--- src/rtl/fdl_fifo.sv ---
// Small register FIFO with first-word output.
module fdl_fifo #(
	parameter int WIDTH = 8,
	parameter int DEPTH = 2
) (
	input  logic             clk,
	input  logic             arst_n,
	input  logic             push,
	input  logic [WIDTH-1:0] push_data,
	input  logic             pop,
	output logic [WIDTH-1:0] pop_data,
	output logic             empty,
	output logic             full
);

	localparam int PW = $clog2(DEPTH);
	localparam int CW = $clog2(DEPTH + 1);

	logic [WIDTH-1:0] mem_q [DEPTH];
	logic [PW-1:0]    wr_ptr_q, rd_ptr_q;
	logic [CW-1:0]    cnt_q;

	assign pop_data = mem_q[rd_ptr_q];
	assign empty    = (cnt_q == '0);
	assign full     = (cnt_q == CW'(DEPTH));

	always_ff @(posedge clk) begin
		if (push) begin
			mem_q[wr_ptr_q] <= push_data;
		end
	end

	always_ff @(posedge clk or negedge arst_n) begin
		if (!arst_n) begin
			wr_ptr_q <= '0;
			rd_ptr_q <= '0;
			cnt_q    <= '0;
		end else begin
			if (push) begin
				wr_ptr_q <= (wr_ptr_q == PW'(DEPTH - 1)) ? '0 : wr_ptr_q + 1'b1;
			end
			if (pop) begin
				rd_ptr_q <= (rd_ptr_q == PW'(DEPTH - 1)) ? '0 : rd_ptr_q + 1'b1;
			end
			if (push && !pop) begin
				cnt_q <= cnt_q + 1'b1;
			end else if (pop && !push) begin
				cnt_q <= cnt_q - 1'b1;
			end
		end
	end

endmodule

--- config.mk ---
export PLATFORM = sky130hd
export DESIGN_NAME = fdl_fifo
export DESIGN_NICKNAME = d
export VERILOG_FILES = /design/src/rtl/fdl_fifo.sv
export SDC_FILE = /design/constraint.sdc
export NUM_CORES = 1
export LEC_CHECK = 0
export BUFFER_PORTS_ARGS = -buffer_cell sky130_fd_sc_hd__buf_2
export CAP_MARGIN = 20
export CORE_UTILIZATION = 48
export DETAILED_ROUTE_END_ITERATION = 6
export GPL_TIMING_DRIVEN = 0
export PLACE_DENSITY = 0.83
export SLEW_MARGIN = 0
export SYNTH_ARGS = -nofsm -noshare
export SYNTH_HDL_FRONTEND = slang
export SYNTH_SLANG_ARGS = --single-unit
--- constraint.sdc ---
create_clock -name clk -period 1.5 [get_ports clk]
set_input_delay 0.225 -clock clk [delete_from_list [all_inputs] [get_ports clk]]
set_output_delay 0.225 -clock clk [all_outputs]
set_load 0.01 [all_outputs]
==> out/metrics.yaml <==
worst_slew_pin_slew_ns: 0.7147
cp-startpoint: "rd_ptr_q"
setup.worst_path.start_class: "flop"
rsz0062_at_grt: "true"
rr_startpoint: "wr_ptr_q"
rows: 14
ff2ff_path_depth: 1
worstPathCellList: "buf_6 -> mux2_4 -> buf_6"
ant_nets: 0
r2r_slack_ns: 0.15
ys_ff_latch: 20
avgSynthCellArea_sq_um: 18.80
outcome: "finished with violations"
ioPinCount: 22
crit_path_end_kind: "primary output"
cap_violations: 0
grt_max_degree: 12
fin_worst_skew_ns: 0.006080
wl_per_cell_um: 15.55
min_path_cells: 1
fin_cells: 85
wl_um: 1322
n_fill_cell: 100
critPathMaxFanout: 5
overflow: 0
setup_viol: 5
finalCritPeriodShare: 1.007
min_to: "mem_q[0][4]"
first_pass_iters: 2
peakVddDrop_v: 0.0009060
core_sq_um: 1506
clkTransAtPathRegs_ns: 0.11
root_buffer: "clkbuf_4"
cts_buffer_depth: 2
fin_area_sq_um: 1031
dp_hpwl_um: 810.3
synthesis.nets: 54
layout_min_cycle_time_ns: 1.511
die_h_um: 42.07
diodes: 0
leakage_nw: 0.4481
arrival_ns: 1.29
vias: 426
yosysSeqAreaShare: 0.7532
die_width_um: 42.07
slew_headroom: 0.5226
seq_area_sq_um: 580.6
clock-sinks: 20
multiInputGateArea_sq_um: 205.2
grt_pass1_wl_um: 1856
start_util: 0.5116
path_buf_inv: 2
area_growth_pct: 33.77
max_freq_mhz: 662.0
cts_tree: "yes"
cellPowerDensity_nw_per_um2: 1805
ys_warn_count: 0
cpMostUsedCell: "buf_6"
synth_top_area_cell: "edfxtp_1"
violations: "setup timing"
cts-htree-levels: 1
clock_latency_ns: 0.29
syn_inst: 41
place_inst: 78
drtIter0Drc: 6
port_buffers: 21
synth_area_leaders: "edfxtp_1 62%, dfrtp_1 13%, mux2_2 12%"
grt_pass1_vias: 429
min_path_type: "in2reg"
antenna_found_initial: 0
fp.dieArea_sq_um: 1770
worstReg2RegEnd: "mem_q[0][6]"
finalMaxSlewViolations: 0
path_class: "reg2out"
yosysTopAreaCellShare: 0.6234
hold_start: "push_data[4]"
cp_top_family: "flip-flops"
syn_area_sq_um: 770.7
worstPathRequired_ns: 1.27
grt_usage: 0.1463
gp_congestion: 0.7460
yosysUniqueCellTypes: 12
slowest_delay_ns: 0.43
drive_above_1_share: 0.5217
crit_slowest_cell: "dfrtp_1"
drt-vias-per-instance: 5.012
nNetsFinal: 83
cts_buffers: 3
hold_violations: 0
finalWorstSetupSlack_ns: -0.01059
placed_area_sq_um: 895.9
drc: 0
timing.hold.ws_ns: 0.1141
==> what timing repair did <==
item | CTS | global route
cloned | 0 | 1
hold buffers | 1 | 0
resized for setup | 0 | 18
buffers inserted | 1 | 0
hold endpoints to repair | 4 | 0
endpoints found under the setup margin | 1 | 8
==> layout by cell type, fill, tap and decap left out, drive strengths merged, types with 2 or more instances in the layout <==
cell type / synthesis / final
buf: 1 / 24
edfxtp: 16 / 16
mux2: 8 / 8
xor2: 4 / 4
dfrtp: 4 / 4
clkbuf: 0 / 3
nor2: 2 / 2
==> where the power goes <==
| group | switching (mW) | internal [mW] |
|---|---|---|
| Sequential | 0.0817 | 0.756 |
| Combinational | 0.309 | 0.467 |
| Clock | 0.151 | 0.0966 |
==> kinds of logic after synthesis <==
logic type    Yosys count  synth area share
xor+xnor                5           0.05682
fa+ha+maj               1           0.01623
buf+inv                 2           0.01947
flops                  20            0.7533
mux                     8            0.1169
simple gates            5           0.03735
==> through the flow <==
stage	utilization	worst slack [ns]	setup TNS, ns	power (mW)
floorplan	-	0.3385	0	1.178
global placement	0.5947	0.1616	0	1.337
detailed placement	0.5947	0.1536	0	1.365
CTS	0.6238	0.003739	0	1.634
global route	0.6844	-0.04144	-0.2640	1.960
finish	0.6844	-0.01059	-0.03994	1.861
==> final cells by class <==
type                    count  share of cell area
flip-flops and latches     20              0.5631
multi-input cells          19              0.1990
repair buffers             24              0.1784
clock buffers               3             0.02184
well taps                  16             0.01942
plain buffers               1             0.01092
clock inverters             1            0.003641
inverters                   1            0.003641
==> worst max-delay path by stage <==
stage	endpoint	slack, ns	cells after the start
6_report	pop_data[0]	-0.01	3
5_1_grt	pop_data[5]	-0.04	3
4_1_cts	pop_data[0]	0.004	3
3_5_place_dp	mem_q[0][1]	0.15	1
3_3_place_gp	mem_q[0][1]	0.16	1
2_1_floorplan	mem_q[0][0]	0.34	1
==> cell usage after synthesis <==
library cell	instances
nor2b_1	1
xor2_1	4
buf_6	1
and2b_2	1
ha_1	1
edfxtp_1	16
and2_1	1
nor2_1	2
xnor2_1	1
inv_1	1
mux2_2	8
dfrtp_1	4
==> metal layers <==
| layer | share of wire | global-route usage | vias up |
|---|---|---|---|
| li1 | - | - | 205 |
| met5 | 0 | 0 | - |
| met4 | 0 | 0.05625 | 0 |
| met2 | 0.57 | 0.2469 | 14 |
| met1 | 0.38 | 0.1746 | 207 |
| met3 | 0.046 | 0.04741 | 0 |
==> flip-flops by register name, summed over array words and instances, names as in the netlist <==
| name | flops |
|---|---|
| wr_ptr_q | 1 |
| rd_ptr_q | 1 |
| mem_q | 16 |
| cnt_q | 2 |
Power figures use the tool's default switching activity.
