==> config.mk <==
export PLATFORM = sky130hd
export DESIGN_NAME = fdl_front
export DESIGN_NICKNAME = d
export VERILOG_FILES = /design/src/rtl/fdl_pkg.sv /design/src/rtl/fdl_front.sv
export SDC_FILE = /design/constraint.sdc
export NUM_CORES = 1
export LEC_CHECK = 0
export BUFFER_PORTS_ARGS = -buffer_cell sky130_fd_sc_hd__buf_2
export CELL_PAD_IN_SITES_DETAIL_PLACEMENT = 1
export CELL_PAD_IN_SITES_GLOBAL_PLACEMENT = 1
export CORE_ASPECT_RATIO = 0.5
export CORE_MARGIN = 3
export CORE_UTILIZATION = 31
export CTS_CLUSTER_DIAMETER = 150
export DETAILED_ROUTE_END_ITERATION = 6
export PLACE_DENSITY = 0.84
export SLEW_MARGIN = 20
export SYNTH_ARGS = -nofsm -noshare
export SYNTH_HDL_FRONTEND = slang
export SYNTH_SLANG_ARGS = --single-unit
==> constraint.sdc <==
create_clock -name clk -period 8.8 [get_ports clk]
set_clock_uncertainty 0.05 [all_clocks]
set_input_delay 1.76 -clock clk [delete_from_list [all_inputs] [get_ports clk]]
set_output_delay 1.76 -clock clk [all_outputs]
set_load 0.01 [all_outputs]
==> src/rtl/fdl_pkg.sv <==
// Shared constants and helpers for the fractional delay line.
package fdl_pkg;

	localparam int DEPTH_DEF         = 4096;
	localparam int SAMPLE_BITS_DEF   = 24;
	localparam int FRACTION_BITS_DEF = 16;

	// Width of the integer delay field on the input channel.
	localparam int DELAY_BITS = 12;

	// Queue between front and back, and result queue at the output.
	localparam int CMD_QUEUE_DEPTH = 2;
	localparam int OUT_QUEUE_DEPTH = 4;

	// Bits of one classified command: we, va, vb, bypass, three addresses,
	// write data and fraction.
	function automatic int cmd_bits(input int aw, input int sw, input int fw);
		return 4 + 3 * aw + sw + fw;
	endfunction

endpackage

==> src/rtl/fdl_front.sv <==
// Front end: accepts items, advances the write pointer, works out tap addresses.
module fdl_front import fdl_pkg::*; #(
	parameter int DEPTH         = DEPTH_DEF,
	parameter int SAMPLE_BITS   = SAMPLE_BITS_DEF,
	parameter int FRACTION_BITS = FRACTION_BITS_DEF
) (
	input  logic                            clk,
	input  logic                            arst_n,
	input  logic                            in_valid,
	output logic                            in_stall,
	input  logic                            do_push,
	input  logic signed [SAMPLE_BITS-1:0]   new_sample,
	input  logic [DELAY_BITS-1:0]           delay_whole,
	input  logic [FRACTION_BITS-1:0]        delay_fraction,
	output logic                            q_push,
	output logic [cmd_bits($clog2(DEPTH), SAMPLE_BITS, FRACTION_BITS)-1:0] q_data,
	input  logic                            q_full
);

	localparam int AW = $clog2(DEPTH);
	localparam int XW = (AW > DELAY_BITS) ? AW : DELAY_BITS;

	typedef struct packed {
		logic                          we;
		logic [AW-1:0]                 waddr;
		logic signed [SAMPLE_BITS-1:0] wdata;
		logic [AW-1:0]                 ia;
		logic [AW-1:0]                 ib;
		logic                          va;
		logic                          vb;
		logic                          byp;
		logic [FRACTION_BITS-1:0]      frac;
	} cmd_t;

	logic [AW-1:0] wp_q, wp_new;
	logic          full_q, full_new;
	logic [XW-1:0] tap_off;
	cmd_t          cmd;

	assign in_stall = q_full;
	assign q_push   = in_valid && !q_full;

	// Post-push pointer; the store counts as fully written once it wraps.
	assign wp_new   = do_push ? wp_q + 1'b1 : wp_q;
	assign full_new = full_q | (do_push & (wp_q == '1));
	assign tap_off  = XW'(wp_new) - XW'(delay_whole);

	always_comb begin
		cmd.we    = do_push;
		cmd.waddr = wp_new;
		cmd.wdata = new_sample;
		cmd.ia    = tap_off[AW-1:0];
		cmd.ib    = tap_off[AW-1:0] - 1'b1;
		// Entries 1..wp have been written since reset; others still read zero.
		cmd.va    = full_new | ((cmd.ia != '0) & (cmd.ia <= wp_new));
		cmd.vb    = full_new | ((cmd.ib != '0) & (cmd.ib <= wp_new));
		cmd.byp   = do_push & (cmd.ia == wp_new);
		cmd.frac  = delay_fraction;
	end

	assign q_data = cmd;

	always_ff @(posedge clk or negedge arst_n) begin
		if (!arst_n) begin
			wp_q   <= '0;
			full_q <= 1'b0;
		end else if (q_push) begin
			wp_q   <= wp_new;
			full_q <= full_new;
		end
	end

endmodule

==> results.tsv, run 1 <==
metric	value	unit
outcome	finished clean	
antenna viol nets, final	0	
top cell type's share of synthesized area	0.193	
Max Buffers Root-to-Sink	2	
hold buffers post-CTS	0	
CP Capture Type	primary output	
gpl congestion	0.859	
crit path kind	in2out	
root buffer cell	clkbuf_16	
TritonCTS Sinks	13	
sequential share of the synthesized area	0.132	
largest cells by area after synthesis	ha_1 (19%), dfrtp_1 (13%), buf_4 (13%)	
initial antenna violation count	0	
Die Span Y	69.0	um
initial core utilization	0.328	
die area	9110	um^2
max-slew violations	0	
largest net degree at the start of global routing	14	
Pwr Density	293	nW/um^2
total grt overflow	0	
Top FF cell, synth	dfrtp_1	
Pleak	1.34	nW
layout cells sized above 1	0.211	
syn nets	410	
hold crit path type	reg2reg	
Synth Area per Inst	7.84	um^2
post-DR wirelength/cell	13.7	um
Yosys cell types	42	
worst slew pin tran	0.583	ns
CP Data Required Time	6.99	ns
Syn Inst Count	314	
Rel. slew slack	0.600	
TritonCTS clock tree	yes	
asr flop ratio synth	1.00	
IO Pins	139	
setup bufs post-CTS	0	
fin crit period	8.01	ns
crit path launch type	primary input	
worst-skew pair later-pin latency	0.24	ns
Port Buf Inserts	58	
largest area contributor in the netlist	ha_1	
crit path DAT	6.20	ns
DR vias/cell	4.75	
TritonCTS Buffers	3	
total power	0.000773	W
core box area	7510	um^2
Fmax	125	MHz
setup_tns	0	ns
Synth-to-Final Area Change	7.32	%
first-pass GRT wire length	10300	um
GRT Util Overall	0.134	
Setup violations, final	0	
vias	2089	
diode count	0	
vias in the first global route	2157	
Hold Vio Cnt, Final	0	
initial DRC count	31	
dpl cell area	2560	um^2
synthesized flop and latch total	13	
HPWL after DPL	5360	um
fin crit share	0.910	
Post-Route WL	6050	um
Max rail drop VDD	0.106	mV
H-tree depth	1	
Max-Cap Viols	0	
Worst-path clk slew	0.04	ns
Post-synth EDFFs	0	
RSZ-0062 raised after global routing	false	
Post-CTS Resized	0	
final instance area	2640	um^2
Cell Area, Synth	2460	um^2
yosys warns	0	
Die X	132	um
CP Max Fanout	10	
Rows	22	
Layout Nets	429	
drt pass-1 iters	4	
Residual DRC	0	
==> synth_stat cells, drive strengths merged, types with 2 or more instances <==
master	count
a2111oi	2
o21ai	9
nand2	15
a211oi	4
or3	2
nand4	10
nor2b	4
buf	43
xnor2	22
ha	38
a21oi	12
nor4	3
and3	3
nand2b	9
o211ai	2
o21a	3
inv	40
nand3	7
nor2	25
o31ai	3
nor3	5
nor4b	2
dfrtp	13
a21o	8
xor2	20
==> metal layers <==
metal	GRT usage	vias to the layer above	wire length, um	part of all wire
li1	-	1047	-	-
met1	0.173	996	2790	0.46
met2	0.237	23	2940	0.49
met3	0.0124	23	215	0.036
met4	0.0407	0	109	0.018
met5	0	-	0	0
==> cell families after synthesis <==
logic type	after synthesis	synth area share
AND/OR/NAND/NOR	87	0.182
buffers and inverters	85	0.194
AO/OA/AOI/OAI	47	0.131
XOR/XNOR	42	0.156
adder cells (fa/ha/maj)	39	0.201
flip-flops	13	0.132
multiplexers	1	0.00407
==> flip-flops by register name (all words and copies together) (netlist names) <==
| signal | count |
|---|---|
| full_q | 1 |
| wp_q | 12 |
==> cell type report <==
cell class                      count  area, um^2
Multi-Input combinational cell    216        1660
Clock buffer                        4        78.8
Timing Repair Buffer               58         290
Sequential cell                    13         325
Inverter                           41         154
Tap cell                          108         135
Fill cell                         950        4870
==> stage by stage <==
stage / utilization / setup slack [ns] / hold WS, ns / instances
2_1_floorplan: - / 1.03 / 0.417 / 314
3_3_place_gp: 0.341 / 0.991 / 0.441 / 436
3_5_place_dp: 0.341 / 0.827 / 0.453 / 436
4_1_cts: 0.351 / 0.803 / 0.463 / 440
5_1_grt: 0.351 / 0.163 / 0.514 / 440
6_report: 0.351 / 0.794 / 0.453 / 440
==> power by group <==
group	switching (W)	internal (W)	total [W]
clock network	0.0000227	0.0000608	0.0000835
logic	0.000354	0.000255	0.000609
registers	0.0000124	0.0000686	0.0000810
total	0.000389	0.000384	0.000773
==> layout by cell type, fill, tap and decap left out, types with 2 or more instances in the layout <==
| master | count |
|---|---|
| buf_2 | 58 |
| inv_1 | 40 |
| ha_1 | 38 |
| nor2_1 | 25 |
| xnor2_1 | 22 |
| xor2_1 | 18 |
| nand2_1 | 15 |
| dfrtp_1 | 13 |
| a21oi_1 | 12 |
| nand4_1 | 10 |
| nand2b_1 | 9 |
| a21o_1 | 8 |
| o21ai_0 | 8 |
| nand3_1 | 7 |
| nor3_1 | 5 |
| nor2b_1 | 4 |
| a211oi_1 | 3 |
| o21a_1 | 3 |
| o31ai_1 | 3 |
| clkbuf_16 | 3 |
| xor2_2 | 2 |
| o211ai_1 | 2 |
| nor4_1 | 2 |
| a2111oi_0 | 2 |
| nor4b_1 | 2 |
| and3_1 | 2 |
==> critical path: stages <==
cell       delay, ns
buf_2           0.18
nand4_1         0.26
nor2_1          0.28
and3_1          0.23
xor2_1          0.23
ha_1            0.33
nand2_1         0.08
nor2_1          0.05
a211oi_1        0.26
o21ai_0         0.22
xor2_1          0.25
nor4b_1         0.40
nor2b_1         0.21
xnor2_1         0.16
ha_1            0.28
nand4_1         0.14
nor2_1          0.06
a2111oi_0       0.38
nor2_1          0.11
a41oi_1         0.16
buf_2           0.16
==> final timing paths <==
check | slack (ns) | to | depth (start not counted) | startpoint
worst max register to register | 6.81 | full_q$_DFFE_PN0P_ | 6 | wp_q[0]$_DFFE_PN0P_
worst min register to register | 0.45 | full_q$_DFFE_PN0P_ | 2 | full_q$_DFFE_PN0P_
worst max-delay path | 0.79 | q_data[17] | 21 | do_push
worst min-delay path | 0.45 | full_q$_DFFE_PN0P_ | 2 | full_q$_DFFE_PN0P_
min in group asynchronous | 1.35 | wp_q[8]$_DFFE_PN0P_ | 1 | arst_n
max in group asynchronous | 7.14 | wp_q[0]$_DFFE_PN0P_ | 1 | arst_n
(Power assumes the default switching activity.)
==> run 2: changes to the inputs <==
Settings changed: ABC_CLOCK_PERIOD_IN_PS from default to 9100, RECOVER_POWER from default to 100.
Clock period 8.8 ns to 9.1 ns, I/O delays scaled along.
==> results.tsv, run 2 (synthesis gave the netlist of run 1 again) <==
metric	value	unit	change
largest register by flop count	wp_q		unchanged
Die X	132	um	unchanged
fill count	946		was 950
Critical Path Stages	21		unchanged
Post-Route WL	6110	um	was 6050 um
core box area	7510	um^2	unchanged
largest net degree at the start of global routing	14		unchanged
Worst-path clk slew	0.04	ns	about the same
fin crit share	0.908		
Pleak	1.21	nW	was 1.34 nW
initial antenna violation count	0		unchanged
Placed Cells	436		unchanged
Post-CTS Resized	0		unchanged
TritonCTS clock tree	yes		unchanged
hold crit path type	reg2reg		unchanged
drt pass-1 iters	4		unchanged
max-slew violations	0		unchanged
Fmax	121	MHz	
Max rail drop VDD	0.0987	mV	was 0.106 mV
WL met1	2860	um	was 2790 um
Rel. slew slack	0.559		was 0.600
worst setup path end	q_data[17]		unchanged
met3 wire len	175	um	was 215 um
met2 WL post-DR	2940	um	about the same
RSZ-0062 raised after global routing	false		unchanged
Max Buffers Root-to-Sink	2		unchanged
die area	9110	um^2	unchanged
Largest register FFs	12		unchanged
most common cell after layout, fill and taps aside	clkbuf_1		was buf_2
initial DRC count	31		unchanged
fin crit period	8.27	ns	
antenna viol nets, final	0		unchanged
Synth-to-Final Area Change	4.17	%	was 7.32%
hold buffers post-CTS	0		unchanged
post-DR wirelength/cell	13.9	um	was 13.7 um
vias in the first global route	2198		was 2157
worst-skew pair later-pin latency	0.24	ns	about the same
IO Pins	139		unchanged
HPWL after DPL	5400	um	was 5360 um
max layer used	met4		unchanged
setup bufs post-CTS	0		unchanged
CP top delay family	simple AND/OR/NAND/NOR gates		unchanged
root buffer cell	clkbuf_16		unchanged
start point of the critical path	do_push		unchanged
Residual DRC	0		unchanged
Rows	22		unchanged
reg2reg setup slack	7.06	ns	was 6.81 ns
diode count	0		unchanged
Crit path top cell by count	nor2_1		unchanged
Layout Nets	429		unchanged
Port Buf Inserts	58		unchanged
FF+latch area	325	um^2	unchanged
layout cells sized above 1	0.0813		was 0.211
Setup violations, final	0		unchanged
gpl congestion	0.859		about the same
TritonCTS Sinks	13		unchanged
GRT Util Overall	0.135		was 0.134
Non-Filler Instances	440		unchanged
total grt overflow	0		unchanged
worst slew pin tran	0.662	ns	was 0.583 ns
crit path kind	in2out		unchanged
r2r endpoint	full_q$_DFFE_PN0P_		unchanged
setup_tns	0	ns	unchanged
leading cell types in the layout, fill and taps excluded	clkbuf_1 (41), inv_1 (40), ha_1 (38)		was buf_2 (58), inv_1 (40), ha_1 (38)
Pwr Density	284	nW/um^2	was 293 nW/um^2
crit path DAT	6.40	ns	was 6.20 ns
crit path launch type	primary input		unchanged
CP Capture Type	primary output		unchanged
worst path bufs/invs	2		unchanged
first-pass GRT wire length	10500	um	was 10300 um
crit-path max cell delay	0.45	ns	was 0.40 ns
R2R cell count	6		unchanged
top flop regs	wp_q (12), full_q (1)		unchanged
TritonCTS Buffers	3		unchanged
H-tree depth	1		unchanged
CP Max Fanout	10		unchanged
DR vias/cell	4.75		unchanged
CP Data Required Time	7.23	ns	was 6.99 ns
Hold Vio Cnt, Final	0		unchanged
area taken by multi-input logic gates	1630	um^2	was 1660 um^2
initial core utilization	0.328		unchanged
outcome	finished clean		unchanged
Die Span Y	69.0	um	unchanged
slowest CP cell	nor4b_1		unchanged
Worst R2R Start	wp_q[0]$_DFFE_PN0P_		unchanged
vias	2089		unchanged
worst path cell trace	buf_2 > nand4_1 > nor2_1 > and3_1 > xor2_1 > ha_1 > nand2_1 > nor2_1 > a211oi_1 > o21ai_0 > xor2_1 > nor4b_1 > nor2b_1 > xnor2_1 > ha_1 > nand4_1 > nor2_1 > a2111oi_0 > nor2_1 > a41oi_1 > clkbuf_1		was buf_2 > nand4_1 > nor2_1 > and3_1 > xor2_1 > ha_1 > nand2_1 > nor2_1 > a211oi_1 > o21ai_0 > xor2_1 > nor4b_1 > nor2b_1 > xnor2_1 > ha_1 > nand4_1 > nor2_1 > a2111oi_0 > nor2_1 > a41oi_1 > buf_2
Max-Cap Viols	0		unchanged
==> run 2: worst reg2reg max path: stages, from the launching register on <==
cell and delay (ns):
dfrtp_1 0.42, ha_1 0.24, nand3_1 0.11, or3_1 0.45
nor2_1 0.24, a31oi_1 0.28, nor2_1 0.18
==> run 2: per-stage QoR <==
| stage | power (W) | instance area (um^2) | setup slack (ns) | utilization | hold slack, ns |
|---|---|---|---|---|---|
| after detailed placement | 0.000684 | 2560 | 0.875 | 0.341 | 0.459 |
| after CTS | 0.000769 | 2640 | 0.849 | 0.351 | 0.468 |
| final | 0.000728 | 2560 | 0.834 | 0.341 | 0.467 |
| after global placement | 0.000663 | 2560 | 1.17 | 0.341 | 0.443 |
| after floorplan | 0.000509 | 2460 | 1.21 | - | 0.417 |
| after global routing | 0.000818 | 2560 | 0.353 | 0.341 | 0.524 |
==> run 2: worst min-delay path by stage <==
stage / startpoint / to / slack, ns / cells after the start
6_report: full_q$_DFFE_PN0P_ / full_q$_DFFE_PN0P_ / 0.47 / 2
5_1_grt: wp_q[7]$_DFFE_PN0P_ / wp_q[7]$_DFFE_PN0P_ / 0.52 / 1
3_5_place_dp: full_q$_DFFE_PN0P_ / full_q$_DFFE_PN0P_ / 0.46 / 2
3_3_place_gp: full_q$_DFFE_PN0P_ / full_q$_DFFE_PN0P_ / 0.44 / 2
4_1_cts: full_q$_DFFE_PN0P_ / full_q$_DFFE_PN0P_ / 0.47 / 2
2_1_floorplan: full_q$_DFFE_PN0P_ / full_q$_DFFE_PN0P_ / 0.42 / 2
==> run 2: metal layers <==
layer	GRT usage	vias up
met5	0	-
met4	0.0501	0
met2	0.240	19
met1	0.171	994
met3	0.0146	25
li1	-	1051
==> run 2: power breakdown <==
| group | switching, W | internal [W] |
|---|---|---|
| clock network | 0.0000227 | 0.0000589 |
| registers | 0.0000119 | 0.0000663 |
| logic | 0.000348 | 0.000220 |
==> run 2: final cells by class <==
class / count / area share
multi-input cells: 216 / 0.636
repair buffers: 58 / 0.0937
flip-flops and latches: 13 / 0.127
clock buffers: 4 / 0.0307
well taps: 108 / 0.0527
inverters: 41 / 0.0600
==> run 3: changes to the inputs <==
Settings changed: BUFFER_PORTS_ARGS -buffer_cell sky130_fd_sc_hd__buf_2 to default, CORE_UTILIZATION 31 to 45, DONT_BUFFER_PORTS from default to 1.
==> results.tsv, run 3 (synthesis gave the netlist of run 1 again) <==
metric	value	unit	change
first-pass GRT wire length	10900	um	was 10500 um
RSZ-0062 raised after global routing	false		unchanged
crit path launch type	primary input		unchanged
Crit path top cell by count	nor2_1		unchanged
die area	6450	um^2	was 9110 um^2
worst path bufs/invs	0		was 2
largest net degree at the start of global routing	14		unchanged
slowest CP cell	xor2_1		was nor4b_1
core box area	5090	um^2	was 7510 um^2
Max-Cap Viols	0		unchanged
worst-skew pair later-pin latency	0.24	ns	about the same
hold crit path type	reg2reg		unchanged
Synth-to-Final Area Change	-8.95	%	was 4.17%
Worst-path clk slew	0.05	ns	was 0.04 ns
post-DR wirelength/cell	20.1	um	was 13.9 um
setup_tns	0	ns	unchanged
worst path cell trace	nand4_1 > nor2_1 > and3_1 > xor2_1 > ha_1 > nand2_1 > nor2_1 > a211oi_1 > o21ai_0 > xor2_1 > nor4b_1 > nor2b_1 > xnor2_1 > ha_1 > nand4_1 > nor2_1 > a2111oi_0 > nor2_1 > a41oi_1		was buf_2 > nand4_1 > nor2_1 > and3_1 > xor2_1 > ha_1 > nand2_1 > nor2_1 > a211oi_1 > o21ai_0 > xor2_1 > nor4b_1 > nor2b_1 > xnor2_1 > ha_1 > nand4_1 > nor2_1 > a2111oi_0 > nor2_1 > a41oi_1 > clkbuf_1
Rows	18		was 22
total grt overflow	0		unchanged
leading cell types in the layout, fill and taps excluded	inv_1 (40), ha_1 (38), nor2_1 (25)		was clkbuf_1 (41), inv_1 (40), ha_1 (38)
Post-Route WL	6950	um	was 6110 um
setup bufs post-CTS	0		unchanged
DR vias/cell	5.71		was 4.75
CP Capture Type	primary output		unchanged
crit-path max cell delay	0.61	ns	was 0.45 ns
gpl congestion	0.831		was 0.859
Post-CTS Resized	0		unchanged
Layout Nets	372		was 429
Fmax	118	MHz	was 121 MHz
Die Span Y	58.3	um	was 69.0 um
Port Buf Inserts	0		was 58
fin crit share	0.934		was 0.908
most common cell after layout, fill and taps aside	inv_1		was clkbuf_1
Die X	111	um	was 132 um
top flop regs	wp_q (12), full_q (1)		unchanged
H-tree depth	1		unchanged
root buffer cell	clkbuf_8		was clkbuf_16
IO Pins	139		unchanged
largest register by flop count	wp_q		unchanged
vias	1969		was 2089
Placed Cells	341		was 436
antenna viol nets, final	0		unchanged
hold buffers post-CTS	0		unchanged
Pleak	1.07	nW	was 1.21 nW
Residual DRC	0		unchanged
Max rail drop VDD	0.140	mV	was 0.0987 mV
Max Buffers Root-to-Sink	2		unchanged
Rel. slew slack	0.531		was 0.559
GRT Util Overall	0.208		was 0.135
diode count	0		unchanged
HPWL after DPL	6090	um	was 5400 um
CP Max Fanout	10		unchanged
crit path DAT	6.63	ns	was 6.40 ns
TritonCTS Sinks	13		unchanged
layout cells sized above 1	0.0255		was 0.0813
initial DRC count	58		was 31
vias in the first global route	2053		was 2198
fin crit period	8.50	ns	was 8.27 ns
Setup violations, final	0		unchanged
CP top delay family	simple AND/OR/NAND/NOR gates		unchanged
initial core utilization	0.484		was 0.328
initial antenna violation count	0		unchanged
outcome	finished clean		unchanged
max-slew violations	0		unchanged
worst slew pin tran	0.702	ns	was 0.662 ns
drt pass-1 iters	4		unchanged
Pwr Density	292	nW/um^2	was 284 nW/um^2
Hold Vio Cnt, Final	0		unchanged
CP Data Required Time	7.23	ns	about the same
TritonCTS clock tree	yes		unchanged
Non-Filler Instances	345		was 440
crit path kind	in2out		unchanged
Largest register FFs	12		unchanged
TritonCTS Buffers	3		unchanged
[run 3: cell types whose count changed in the layout (fill, tap and decap cells not counted)]
cell and delta:
clkbuf_1 -39, o21ai_2 -1, clkbuf_16 -3, clkbuf_8 +3
o21ai_0 +1, and3_1 +1, and3_2 -1, buf_2 -18
[run 3: final timing paths]
kind | startpoint | end | slack, ns | cells after the start
max | do_push | q_data[17] | 0.60 | 19
min | wp_q[11]$_DFFE_PN0P_ | wp_q[11]$_DFFE_PN0P_ | 0.47 | 1
max reg2reg | wp_q[0]$_DFFE_PN0P_ | full_q$_DFFE_PN0P_ | 7.07 | 6
min reg2reg | wp_q[11]$_DFFE_PN0P_ | wp_q[11]$_DFFE_PN0P_ | 0.47 | 1
max in group asynchronous | arst_n | wp_q[2]$_DFFE_PN0P_ | 7.70 | 0
min in group asynchronous | arst_n | wp_q[10]$_DFFE_PN0P_ | 1.22 | 0
[run 3: cell type report]
cell class	count	area (um^2)
flip-flops and latches	13	325
well taps	70	87.6
multi-input cells	216	1630
repair buffers	1	3.75
clock buffers	4	45.0
fillers	657	2850
inverters	41	154
[run 3: metal layers]
layer,track usage,up-vias,routed length (um)
met5,0.0148,-,0
met4,0.0491,0,133
met3,0.0493,22,392
met2,0.391,63,3570
met1,0.245,945,2850
li1,-,939,-
[run 3: metrics by stage]
stage	area, um^2	power, W	worst slack, ns	utilization	hold slack (ns)
after floorplan	2460	0.000509	1.21	-	0.417
after global placement	2230	0.000580	0.925	0.439	0.434
after detailed placement	2230	0.000611	0.644	0.439	0.459
after CTS	2280	0.000667	0.642	0.447	0.468
after global routing	2240	0.000729	0.313	0.440	0.513
final	2240	0.000654	0.599	0.440	0.467
[run 3: report_power, final]
part	internal [W]	total (W)	switching, W
Clock	0.0000308	0.0000497	0.0000189
Combinational	0.000187	0.000525	0.000339
Sequential	0.0000662	0.0000788	0.0000126
[run 3: worst reg2reg max path, cell delays in order, from the launching register on]
cell	delay (ns)
dfrtp_1	0.42
ha_1	0.24
nand3_1	0.11
or3_1	0.45
nor2_1	0.27
a31oi_1	0.25
nor2_1	0.16
